<file path="config.mk">
export PLATFORM = sky130hd
export DESIGN_NAME = five_point_sensor_linearizer
export DESIGN_NICKNAME = d
export VERILOG_FILES = /design/src/design/fpsl_pkg.sv /design/src/design/five_point_sensor_linearizer.sv /design/src/design/fpsl_cfg.sv /design/src/design/fpsl_front.sv /design/src/design/fpsl_queue.sv /design/src/design/fpsl_back.sv
export SDC_FILE = /design/constraint.sdc
export NUM_CORES = 1
export LEC_CHECK = 0
export BUFFER_PORTS_ARGS = -buffer_cell sky130_fd_sc_hd__buf_4
export CAP_MARGIN = 10
export CORE_ASPECT_RATIO = 0.5
export CORE_MARGIN = 1
export CORE_UTILIZATION = 25
export CTS_CLUSTER_DIAMETER = 100
export CTS_CLUSTER_SIZE = 16
export DETAILED_ROUTE_END_ITERATION = 10
export SLEW_MARGIN = 30
export SYNTH_ARGS = -nofsm -noshare
export SYNTH_HDL_FRONTEND = slang
export SYNTH_SLANG_ARGS = --single-unit
</file>
<file path="constraint.sdc">
create_clock -name clk -period 12.7 [get_ports clk]
set_clock_uncertainty 0.15 [all_clocks]
set_input_delay 0.635 -clock clk [delete_from_list [all_inputs] [get_ports clk]]
set_output_delay 0.635 -clock clk [all_outputs]
set_load 0.005 [all_outputs]
</file>
<file path="src/design/fpsl_pkg.sv">
// shared constants, types and reset tables of the five-point sensor linearizer
// no dependencies; every other design file imports this package
package fpsl_pkg;

	localparam int DEF_POINT_COUNT = 5;
	localparam int DEF_SAMPLE_BITS = 10;
	localparam int LEVEL_BITS      = 8;
	localparam int DATA_BITS       = 64;
	localparam int LEVEL_SLOTS     = 8;
	localparam int QUEUE_DEPTH     = 2;
	localparam int QPTR_BITS       = $clog2(QUEUE_DEPTH);

	typedef enum logic [1:0] {
		ST_EXACT    = 2'd0,
		ST_INTERP   = 2'd1,
		ST_CLAMP_LO = 2'd2,
		ST_CLAMP_HI = 2'd3
	} status_t;

	typedef enum logic [1:0] {
		FS_IDLE,
		FS_SCAN,
		FS_DONE
	} front_state_t;

	typedef enum logic [1:0] {
		BS_IDLE,
		BS_MUL,
		BS_DIV,
		BS_OUT
	} back_state_t;

	// status, y1, y2, x0, x1, x2
	function automatic int job_bits(input int sample_bits);
		return 2 + 2 * LEVEL_BITS + 3 * sample_bits;
	endfunction

	function automatic int addr_bits(input int points);
		return $clog2(8 * (points + 1));
	endfunction

	function automatic int level_regs(input int points);
		return (points < LEVEL_SLOTS) ? points : LEVEL_SLOTS;
	endfunction

	function automatic logic [15:0] reset_sample(input int idx);
		logic [15:0] val;
		case (idx)
			1:       val = 16'd1023;
			2:       val = 16'd256;
			3:       val = 16'd512;
			4:       val = 16'd768;
			default: val = 16'd0;
		endcase
		return val;
	endfunction

	function automatic logic [LEVEL_BITS-1:0] reset_level(input int idx);
		logic [LEVEL_BITS-1:0] val;
		case (idx)
			1:       val = 8'd255;
			2:       val = 8'd235;
			3:       val = 8'd70;
			4:       val = 8'd50;
			default: val = 8'd0;
		endcase
		return val;
	endfunction

endpackage

</file>
<file path="src/design/five_point_sensor_linearizer.sv">
// a request is scanned against every calibration point and its job queued; an interpolated
// job then passes the slope multiply and the divider loop (eight quotient bits, one a cycle)
// before the result register, while an exact or clamped one goes to the result register directly;
// the front end can take the next request while the back end still works on the last
// reset: arst_n clears the pipeline and queue at once and loads the default
// calibration points; there is no clearing pass
module five_point_sensor_linearizer #(
	parameter int POINT_COUNT = fpsl_pkg::DEF_POINT_COUNT,
	parameter int SAMPLE_BITS = fpsl_pkg::DEF_SAMPLE_BITS
) (
	input  logic                                        clk,
	input  logic                                        arst_n,
	// request side
	input  logic                                        push,
	output logic                                        full,
	input  logic [SAMPLE_BITS-1:0]                      raw_sample,
	// result side
	output logic                                        empty,
	input  logic                                        pop,
	output logic [fpsl_pkg::LEVEL_BITS-1:0]             level,
	output logic [1:0]                                  status,
	// configuration port
	input  logic                                        psel,
	input  logic                                        penable,
	input  logic                                        pwrite,
	input  logic [fpsl_pkg::addr_bits(POINT_COUNT)-1:0] paddr,
	input  logic [fpsl_pkg::DATA_BITS-1:0]              pwdata,
	output logic [fpsl_pkg::DATA_BITS-1:0]              prdata,
	output logic                                        pready
);
	import fpsl_pkg::*;

	localparam int JOB_W = job_bits(SAMPLE_BITS);

	logic [POINT_COUNT-1:0][SAMPLE_BITS-1:0] pt_smp;
	logic [POINT_COUNT-1:0][LEVEL_BITS-1:0]  pt_lvl;
	logic                                    q_push, q_full, q_pop, q_empty;
	logic [JOB_W-1:0]                        q_wdata, q_rdata;

	// no wait states on the configuration port
	assign pready = 1'b1;

	// point samples and levels; the user must write them between requests only, the block does not enforce it
	fpsl_cfg #(
		.POINT_COUNT (POINT_COUNT),
		.SAMPLE_BITS (SAMPLE_BITS)
	) u_cfg (
		.clk     (clk),
		.arst_n  (arst_n),
		.psel    (psel),
		.penable (penable),
		.pwrite  (pwrite),
		.paddr   (paddr),
		.pwdata  (pwdata),
		.prdata  (prdata),
		.pt_smp  (pt_smp),
		.pt_lvl  (pt_lvl)
	);

	// front end: exact match, nearest neighbours and span ends in one pass
	fpsl_front #(
		.POINT_COUNT (POINT_COUNT),
		.SAMPLE_BITS (SAMPLE_BITS)
	) u_front (
		.clk        (clk),
		.arst_n     (arst_n),
		.push       (push),
		.full       (full),
		.raw_sample (raw_sample),
		.pt_smp     (pt_smp),
		.pt_lvl     (pt_lvl),
		.q_push     (q_push),
		.q_full     (q_full),
		.q_wdata    (q_wdata)
	);

	// decouples the scan from the divider so either can stall alone
	fpsl_queue #(
		.WIDTH (JOB_W)
	) u_queue (
		.clk    (clk),
		.arst_n (arst_n),
		.push   (q_push),
		.wdata  (q_wdata),
		.full   (q_full),
		.pop    (q_pop),
		.rdata  (q_rdata),
		.empty  (q_empty)
	);

	// back end: interpolation and the result register
	fpsl_back #(
		.SAMPLE_BITS (SAMPLE_BITS)
	) u_back (
		.clk     (clk),
		.arst_n  (arst_n),
		.q_empty (q_empty),
		.q_pop   (q_pop),
		.q_rdata (q_rdata),
		.empty   (empty),
		.pop     (pop),
		.level   (level),
		.status  (status)
	);

endmodule

</file>
<file path="src/design/fpsl_cfg.sv">
// calibration point registers behind the apb-style configuration port
// depends on fpsl_pkg
module fpsl_cfg #(
	parameter int POINT_COUNT = fpsl_pkg::DEF_POINT_COUNT,
	parameter int SAMPLE_BITS = fpsl_pkg::DEF_SAMPLE_BITS
) (
	input  logic                                                 clk,
	input  logic                                                 arst_n,
	input  logic                                                 psel,
	input  logic                                                 penable,
	input  logic                                                 pwrite,
	input  logic [fpsl_pkg::addr_bits(POINT_COUNT)-1:0]          paddr,
	input  logic [fpsl_pkg::DATA_BITS-1:0]                       pwdata,
	output logic [fpsl_pkg::DATA_BITS-1:0]                       prdata,
	output logic [POINT_COUNT-1:0][SAMPLE_BITS-1:0]              pt_smp,
	output logic [POINT_COUNT-1:0][fpsl_pkg::LEVEL_BITS-1:0]     pt_lvl
);
	import fpsl_pkg::*;

	localparam int AW    = addr_bits(POINT_COUNT);
	localparam int IW    = AW - 3;
	localparam int PIW   = $clog2(POINT_COUNT);
	localparam int LVL_N = level_regs(POINT_COUNT);

	logic [SAMPLE_BITS-1:0] smp_q [POINT_COUNT];
	logic [LEVEL_BITS-1:0]  lvl_q [LVL_N];
	logic [IW-1:0]          idx;
	logic                   wr_en;
	logic [DATA_BITS-1:0]   lvl_word;

	assign idx   = paddr[AW-1:3];
	assign wr_en = psel & penable & pwrite;

	always_ff @(posedge clk or negedge arst_n) begin
		if (!arst_n) begin
			for (int i = 0; i < POINT_COUNT; i++) begin
				smp_q[i] <= SAMPLE_BITS'(reset_sample(i));
			end
			for (int i = 0; i < LVL_N; i++) begin
				lvl_q[i] <= reset_level(i);
			end
		end else if (wr_en) begin
			if (idx < IW'(POINT_COUNT)) begin
				smp_q[idx[PIW-1:0]] <= pwdata[SAMPLE_BITS-1:0];
			end else if (idx == IW'(POINT_COUNT)) begin
				for (int i = 0; i < LVL_N; i++) begin
					lvl_q[i] <= pwdata[LEVEL_BITS*i +: LEVEL_BITS];
				end
			end
		end
	end

	always_comb begin
		lvl_word = '0;
		for (int i = 0; i < LVL_N; i++) begin
			lvl_word[LEVEL_BITS*i +: LEVEL_BITS] = lvl_q[i];
		end
	end

	always_comb begin
		prdata = '0;
		if (idx < IW'(POINT_COUNT)) begin
			prdata = DATA_BITS'(smp_q[idx[PIW-1:0]]);
		end else if (idx == IW'(POINT_COUNT)) begin
			prdata = lvl_word;
		end
	end

	// points past the eighth have no level byte and read as zero
	for (genvar g = 0; g < POINT_COUNT; g++) begin : g_pt
		assign pt_smp[g] = smp_q[g];
		if (g < LVL_N) begin : g_lvl
			assign pt_lvl[g] = lvl_q[g];
		end else begin : g_zero
			assign pt_lvl[g] = '0;
		end
	end

endmodule

</file>
<file path="src/design/fpsl_front.sv">
// front end: takes a request, scans the points one per cycle and classifies it
// depends on fpsl_pkg
module fpsl_front #(
	parameter int POINT_COUNT = fpsl_pkg::DEF_POINT_COUNT,
	parameter int SAMPLE_BITS = fpsl_pkg::DEF_SAMPLE_BITS
) (
	input  logic                                             clk,
	input  logic                                             arst_n,
	input  logic                                             push,
	output logic                                             full,
	input  logic [SAMPLE_BITS-1:0]                           raw_sample,
	input  logic [POINT_COUNT-1:0][SAMPLE_BITS-1:0]          pt_smp,
	input  logic [POINT_COUNT-1:0][fpsl_pkg::LEVEL_BITS-1:0] pt_lvl,
	output logic                                             q_push,
	input  logic                                             q_full,
	output logic [fpsl_pkg::job_bits(SAMPLE_BITS)-1:0]       q_wdata
);
	import fpsl_pkg::*;

	localparam int CW = $clog2(POINT_COUNT);

	typedef struct packed {
		status_t                status;
		logic [LEVEL_BITS-1:0]  y1;
		logic [LEVEL_BITS-1:0]  y2;
		logic [SAMPLE_BITS-1:0] x0;
		logic [SAMPLE_BITS-1:0] x1;
		logic [SAMPLE_BITS-1:0] x2;
	} job_t;

	front_state_t state_q, state_d;
	logic         accept;
	logic         last;
	job_t         job;

	logic [SAMPLE_BITS-1:0] smp_sh_q [POINT_COUNT];
	logic [LEVEL_BITS-1:0]  lvl_sh_q [POINT_COUNT];
	logic [CW-1:0]          cnt_q;
	logic [SAMPLE_BITS-1:0] x0_q;
	logic                   match_q, blw_v_q, abv_v_q;
	logic [LEVEL_BITS-1:0]  mlvl_q, blw_l_q, abv_l_q, lo_l_q, hi_l_q;
	logic [SAMPLE_BITS-1:0] blw_s_q, abv_s_q, lo_s_q, hi_s_q;
	logic [SAMPLE_BITS-1:0] s;
	logic [LEVEL_BITS-1:0]  y;

	assign s    = smp_sh_q[0];
	assign y    = lvl_sh_q[0];
	assign last = (cnt_q == CW'(POINT_COUNT - 1));

	always_ff @(posedge clk or negedge arst_n) begin
		if (!arst_n) begin
			state_q <= FS_IDLE;
		end else begin
			state_q <= state_d;
		end
	end

	always_comb begin
		state_d = state_q;
		full    = 1'b1;
		q_push  = 1'b0;
		unique case (state_q)
			FS_IDLE: begin
				full = 1'b0;
			end
			FS_SCAN: begin
				if (last) begin
					state_d = FS_DONE;
				end
			end
			FS_DONE: begin
				// hand over and take the next request in the same cycle
				if (!q_full) begin
					q_push  = 1'b1;
					full    = 1'b0;
					state_d = FS_IDLE;
				end
			end
			default: begin
				state_d = FS_IDLE;
			end
		endcase
		accept = push & ~full;
		if (accept) begin
			state_d = FS_SCAN;
		end
	end

	always_ff @(posedge clk) begin
		if (accept) begin
			x0_q    <= raw_sample;
			cnt_q   <= '0;
			match_q <= 1'b0;
			blw_v_q <= 1'b0;
			abv_v_q <= 1'b0;
			for (int i = 0; i < POINT_COUNT; i++) begin
				smp_sh_q[i] <= pt_smp[i];
				lvl_sh_q[i] <= pt_lvl[i];
			end
		end else if (state_q == FS_SCAN) begin
			cnt_q <= cnt_q + 1'b1;
			for (int i = 0; i < POINT_COUNT - 1; i++) begin
				smp_sh_q[i] <= smp_sh_q[i+1];
				lvl_sh_q[i] <= lvl_sh_q[i+1];
			end
			// first matching point wins
			if (!match_q && s == x0_q) begin
				match_q <= 1'b1;
				mlvl_q  <= y;
			end
			if (s < x0_q && (!blw_v_q || s > blw_s_q)) begin
				blw_v_q <= 1'b1;
				blw_s_q <= s;
				blw_l_q <= y;
			end
			if (s > x0_q && (!abv_v_q || s < abv_s_q)) begin
				abv_v_q <= 1'b1;
				abv_s_q <= s;
				abv_l_q <= y;
			end
			if (cnt_q == '0 || s < lo_s_q) begin
				lo_s_q <= s;
				lo_l_q <= y;
			end
			if (cnt_q == '0 || s > hi_s_q) begin
				hi_s_q <= s;
				hi_l_q <= y;
			end
		end
	end

	always_comb begin
		job.x0     = x0_q;
		job.x1     = blw_s_q;
		job.x2     = abv_s_q;
		job.y2     = abv_l_q;
		job.status = ST_INTERP;
		job.y1     = blw_l_q;
		if (match_q) begin
			job.status = ST_EXACT;
			job.y1     = mlvl_q;
		end else if (!blw_v_q) begin
			job.status = ST_CLAMP_LO;
			job.y1     = lo_l_q;
		end else if (!abv_v_q) begin
			job.status = ST_CLAMP_HI;
			job.y1     = hi_l_q;
		end
	end

	assign q_wdata = job;

endmodule

</file>
<file path="src/design/fpsl_queue.sv">
// short queue of classified jobs between the front and back ends
// depends on fpsl_pkg
module fpsl_queue #(
	parameter int WIDTH = fpsl_pkg::job_bits(fpsl_pkg::DEF_SAMPLE_BITS)
) (
	input  logic             clk,
	input  logic             arst_n,
	input  logic             push,
	input  logic [WIDTH-1:0] wdata,
	output logic             full,
	input  logic             pop,
	output logic [WIDTH-1:0] rdata,
	output logic             empty
);
	import fpsl_pkg::*;

	localparam int CNTW = $clog2(QUEUE_DEPTH + 1);

	logic [WIDTH-1:0]     mem_q [QUEUE_DEPTH];
	logic [QPTR_BITS-1:0] wr_ptr_q, rd_ptr_q;
	logic [CNTW-1:0]      cnt_q;
	logic                 do_push, do_pop;

	assign full    = (cnt_q == CNTW'(QUEUE_DEPTH));
	assign empty   = (cnt_q == '0);
	assign do_push = push & ~full;
	assign do_pop  = pop & ~empty;
	assign rdata   = mem_q[rd_ptr_q];

	always_ff @(posedge clk or negedge arst_n) begin
		if (!arst_n) begin
			wr_ptr_q <= '0;
			rd_ptr_q <= '0;
			cnt_q    <= '0;
		end else begin
			if (do_push) begin
				wr_ptr_q <= (wr_ptr_q == QPTR_BITS'(QUEUE_DEPTH - 1)) ? '0 : wr_ptr_q + 1'b1;
			end
			if (do_pop) begin
				rd_ptr_q <= (rd_ptr_q == QPTR_BITS'(QUEUE_DEPTH - 1)) ? '0 : rd_ptr_q + 1'b1;
			end
			if (do_push && !do_pop) begin
				cnt_q <= cnt_q + 1'b1;
			end else if (do_pop && !do_push) begin
				cnt_q <= cnt_q - 1'b1;
			end
		end
	end

	always_ff @(posedge clk) begin
		if (do_push) begin
			mem_q[wr_ptr_q] <= wdata;
		end
	end

endmodule

</file>
<file path="src/design/fpsl_back.sv">
// back end: slope multiply, eight-step restoring divide, result register
// depends on fpsl_pkg
module fpsl_back #(
	parameter int SAMPLE_BITS = fpsl_pkg::DEF_SAMPLE_BITS
) (
	input  logic                                       clk,
	input  logic                                       arst_n,
	input  logic                                       q_empty,
	output logic                                       q_pop,
	input  logic [fpsl_pkg::job_bits(SAMPLE_BITS)-1:0] q_rdata,
	output logic                                       empty,
	input  logic                                       pop,
	output logic [fpsl_pkg::LEVEL_BITS-1:0]            level,
	output logic [1:0]                                 status
);
	import fpsl_pkg::*;

	localparam int PW = LEVEL_BITS + SAMPLE_BITS;

	typedef struct packed {
		status_t                status;
		logic [LEVEL_BITS-1:0]  y1;
		logic [LEVEL_BITS-1:0]  y2;
		logic [SAMPLE_BITS-1:0] x0;
		logic [SAMPLE_BITS-1:0] x1;
		logic [SAMPLE_BITS-1:0] x2;
	} job_t;

	back_state_t state_q, state_d;
	job_t        job;
	logic        out_load;

	status_t                st_q;
	logic                   neg_q;
	logic [LEVEL_BITS-1:0]  base_q, dy_q, quo_q;
	logic [SAMPLE_BITS-1:0] dx_q, den_q;
	logic [PW-1:0]          rem_q, dsh_q;
	logic [2:0]             k_q;
	logic                   ovalid_q;
	logic [LEVEL_BITS-1:0]  level_q;
	status_t                status_q;

	assign job    = job_t'(q_rdata);
	assign empty  = ~ovalid_q;
	assign level  = level_q;
	assign status = status_q;

	always_ff @(posedge clk or negedge arst_n) begin
		if (!arst_n) begin
			state_q <= BS_IDLE;
		end else begin
			state_q <= state_d;
		end
	end

	always_comb begin
		state_d  = state_q;
		q_pop    = 1'b0;
		out_load = 1'b0;
		unique case (state_q)
			BS_IDLE: begin
				if (!q_empty) begin
					q_pop   = 1'b1;
					state_d = (job.status == ST_INTERP) ? BS_MUL : BS_OUT;
				end
			end
			BS_MUL: begin
				state_d = BS_DIV;
			end
			BS_DIV: begin
				if (k_q == '0) begin
					state_d = BS_OUT;
				end
			end
			BS_OUT: begin
				if (!ovalid_q || pop) begin
					out_load = 1'b1;
					state_d  = BS_IDLE;
				end
			end
			default: begin
				state_d = BS_IDLE;
			end
		endcase
	end

	always_ff @(posedge clk) begin
		unique case (state_q)
			BS_IDLE: begin
				if (q_pop) begin
					st_q   <= job.status;
					base_q <= job.y1;
					neg_q  <= (job.status == ST_INTERP) && (job.y2 < job.y1);
					dy_q   <= (job.y2 < job.y1) ? job.y1 - job.y2 : job.y2 - job.y1;
					dx_q   <= job.x0 - job.x1;
					den_q  <= job.x2 - job.x1;
					quo_q  <= '0;
				end
			end
			BS_MUL: begin
				rem_q <= PW'(dy_q) * PW'(dx_q);
				dsh_q <= PW'(den_q) << 7;
				k_q   <= 3'd7;
			end
			BS_DIV: begin
				// quotient stays below 256 since x0 - x1 < x2 - x1
				if (rem_q >= dsh_q) begin
					rem_q <= rem_q - dsh_q;
					quo_q <= {quo_q[LEVEL_BITS-2:0], 1'b1};
				end else begin
					quo_q <= {quo_q[LEVEL_BITS-2:0], 1'b0};
				end
				dsh_q <= dsh_q >> 1;
				k_q   <= k_q - 1'b1;
			end
			BS_OUT: begin
			end
			default: begin
			end
		endcase
		if (out_load) begin
			level_q  <= neg_q ? base_q - quo_q : base_q + quo_q;
			status_q <= st_q;
		end
	end

	always_ff @(posedge clk or negedge arst_n) begin
		if (!arst_n) begin
			ovalid_q <= 1'b0;
		end else if (out_load) begin
			ovalid_q <= 1'b1;
		end else if (pop) begin
			ovalid_q <= 1'b0;
		end
	end

endmodule

</file>
==> results.sh <==
export IMPL_run_status="finished clean"
export IMPL_setup_worst_path_class="register to register"
export IMPL_met2_usage=0.1788
export IMPL_initial_core_util=0.2525
export IMPL_clk_latency_ps=570
export IMPL_post_synth_cell_area_avg_um2=12.42
export IMPL_finalSetupViolations=0
export IMPL_insertedDiodeCount=0
export IMPL_crit_reg2reg_launch="u_back.dy_q[7]$_DFFE_PP_"
export IMPL_design_die_area_um2=100000
export IMPL_critPathArrivalTime_ps=5190
export IMPL_fin_crit_sh=0.3969
export IMPL_cts_max_level=2
export IMPL_timing_worst_slew_pin_value_ps=943.9
export IMPL_routed_via_density=4.214
export IMPL_r2r_cells=15
export IMPL_cts_buffers=35
export IMPL_tritoncts="built"
export IMPL_grt_start_max_net_pins=80
export IMPL_fillCellCount=10010
export IMPL_die_height_um=224.1
export IMPL_fp_dieW_um=446.2
export IMPL_grt_pass1_wl_um=82050
export IMPL_timing_critical_path_depth=15
export IMPL_detailroute_via_count=14530
export IMPL_globalRoute_busiestLayer="met2"
export IMPL_max_freq_ghz=0.1984
export IMPL_detail_route_antenna_nets=0
export IMPL_timing_critical_path_max_delay_family="adder cells"
export IMPL_timing_final_max_slew_violations=0
export IMPL_postSynth_asyncResetShare=0.2080
export IMPL_post_route_drc_count=0
export IMPL_yosys_top_cells_area="edfxtp_1 45%, ha_1 7.8%, dfrtp_1 6.6%"
export IMPL_grt_setup_unrepaired="false"
export IMPL_yosysSeqAreaShare=0.5586
export IMPL_met3_usage=0.01550
export IMPL_cpMostUsedCell="fa_1"
export IMPL_crit_buf_inv=2
export IMPL_worst_slew_margin_rel=0.3707
export IMPL_synth_edf_count=371
export IMPL_place_port_buffers=111
export IMPL_layout_min_cycle_time_ps=5040
export IMPL_antenna_found_initial=1
export IMPL_drt_first_pass_iters=5
export IMPL_drt_iter0_markers=754
export IMPL_cts_root_to_sink_buffers=3
export IMPL_yosys_cell_types=74
export IMPL_post_dp_hpwl_um=35890
export IMPL_hold_path_depth=1
export IMPL_synth_top_area_cell="edfxtp_1"
export IMPL_via_count_of_the_first_global_routing_pass=14720
export IMPL_finish_utilization=0.2873
export IMPL_netlist_top_cells_count="371 x edfxtp_1, 283 x nand2_1, 188 x inv_1"
export IMPL_layout_cell_share_with_drive_strength_beyond_1=0.1633
export IMPL_synthDominantCellAreaShare=0.4516
export IMPL_worst_path_max_fanout=10
export IMPL_holdCritStartpoint="raw_sample[1]"
export IMPL_cp_slowest_stage_delay_ps=540
export IMPL_ys_ff_latch=476
export IMPL_design_core_area_um2=97700
export IMPL_placement_rows=81
export IMPL_fin_tns_setup_ps=0
export IMPL_clk_pin_slew_ps=80
export IMPL_min_delay_worst_endpoint="u_front.x0_q[1]$_DFFE_PP_"
export IMPL_cts_sink_count=476
export IMPL_gr_total_overflow=0
export IMPL_startpoint_type="register"
export IMPL_fin_nets=2390
export IMPL_regToRegSetupSlack_ps=7660
export IMPL_boundaryPins=164
export IMPL_grt_util_met1=0.1290
export IMPL_cp_cell_sequence="and2_1 > fa_1 > fa_1 > fa_1 > inv_1 > fa_1 > inv_1 > ha_1 > o21a_1 > o21ai_0 > a21oi_1 > a211oi_1 > a21oi_1 > xnor2_1 > mux2i_1"
export IMPL_cp_endpoint_kind="register"
export IMPL_routabilityCongestion=0.7980
export IMPL_regToRegEndpoint="u_back.rem_q[17]$_DFFE_PP_"
export IMPL_max_cap_viol_count=0
export IMPL_critical_path_required_ps=12850
export IMPL_critical_path_slowest_cell="fa_1"
export IMPL_synth_most_common_cell="edfxtp_1"
export IMPL_synth_main_ff_cell="edfxtp_1"
export IMPL_syn_instance_count=1987
export IMPL_min_delay_path_class="input port to register"
export IMPL_global_routing_usage_summed_across_all_routing_layers=0.1026
export IMPL_postCtsSetupRepairBufs=0
export IMPL_finalHoldViolCount=0
export IMPL_detail_route_wl_per_cell_um=14.91
export IMPL_area_delta_synth_final_pct=13.79
export IMPL_clockRootBuffer="clkbuf_16"
export IMPL_totalWireLength_um=51390
export IMPL_synthesis_yosys_warnings=0
export IMPL_mappedNetlistArea_um2=24670
==> repair_timing <==
item / in CTS / in global routing
hold buffers: 1 / 0
endpoints found under the hold margin: 19 / 0
resized for setup: 0 / 0
==> how the worst max path moves through the flow <==
stage | start | slack [ps] | end
5_1_grt | u_back.dy_q[7]$_DFFE_PP_ | 7370 | u_back.rem_q[17]$_DFFE_PP_
2_1_floorplan | u_back.dy_q[7]$_DFFE_PP_ | 8020 | u_back.rem_q[16]$_DFFE_PP_
6_report | u_back.dy_q[7]$_DFFE_PP_ | 7660 | u_back.rem_q[17]$_DFFE_PP_
3_5_place_dp | u_back.dy_q[7]$_DFFE_PP_ | 7650 | u_back.rem_q[16]$_DFFE_PP_
3_3_place_gp | u_back.dy_q[7]$_DFFE_PP_ | 7670 | u_back.rem_q[16]$_DFFE_PP_
4_1_cts | u_back.dy_q[7]$_DFFE_PP_ | 7640 | u_back.rem_q[16]$_DFFE_PP_
==> stage by stage <==
stage          hold slack, ps  setup slack [ps]  instances  instance area (um2)
6_report                90.76              7660       3447                28070
2_1_floorplan           189.4              8018       2010                24760
5_1_grt                 69.37              7368       3447                28070
4_1_cts                 46.91              7636       3447                28070
3_3_place_gp            257.2              7669       3383                26990
3_5_place_dp            258.1              7646       3385                27050
==> routing by layer <==
| metal | routed length (um) | vias up | share of wire |
|---|---|---|---|
| li1 | - | 7074 | - |
| met1 | 22760 | 7187 | 0.44 |
| met2 | 25390 | 184 | 0.49 |
| met3 | 1726 | 78 | 0.034 |
| met4 | 1499 | 2 | 0.029 |
| met5 | 8 | - | 0.00016 |
==> sequential cells by signal (all words and copies together), names as in the netlist, 10 cells and up <==
| register | cells |
|---|---|
| u_back.dsh_q | 17 |
| u_front.lvl_sh_q | 40 |
| u_front.x0_q | 10 |
| u_front.blw_s_q | 10 |
| u_back.dx_q | 10 |
| u_back.rem_q | 18 |
| u_front.hi_s_q | 10 |
| u_front.lo_s_q | 10 |
| u_cfg.pt_lvl | 40 |
| u_front.smp_sh_q | 50 |
| u_back.den_q | 10 |
| u_queue.mem_q | 96 |
| u_front.abv_s_q | 10 |
| u_cfg.pt_smp | 50 |
==> cells by family after synthesis <==
group,synth area share
compound gates,0.06036
mux,0.08420
buf+inv,0.04499
flops,0.5586
simple gates,0.1065
other cells,0.0003044
fa+ha+maj,0.1219
xor+xnor,0.02308
==> placed cells by master (no fill, tap or decap), drive strengths merged, types with 57 or more instances in the layout <==
master,netlist,final
mux2i,59,59
nand2,283,283
buf,45,125
inv,188,190
o21ai,64,64
edfxtp,371,371
and2,105,105
nor2,58,58
ha,154,154
clkbuf,33,57
dfrtp,65,65
mux2,118,118
==> layout make-up <==
type | instances | area, um2 | area share
Sequential cell | 476 | 13780 | 0.4910
Multi-Input combinational cell | 1267 | 9933 | 0.3539
Tap cell | 1328 | 1662 | 0.05920
Timing Repair Buffer | 126 | 972.2 | 0.03463
Clock buffer | 57 | 958.4 | 0.03414
Inverter | 189 | 709.4 | 0.02527
Clock inverter | 4 | 52.55 | 0.001872
Power is left out: the tool's default activity adds up to more than one toggle a clock period on the data nets, which glitch-free logic cannot reach.
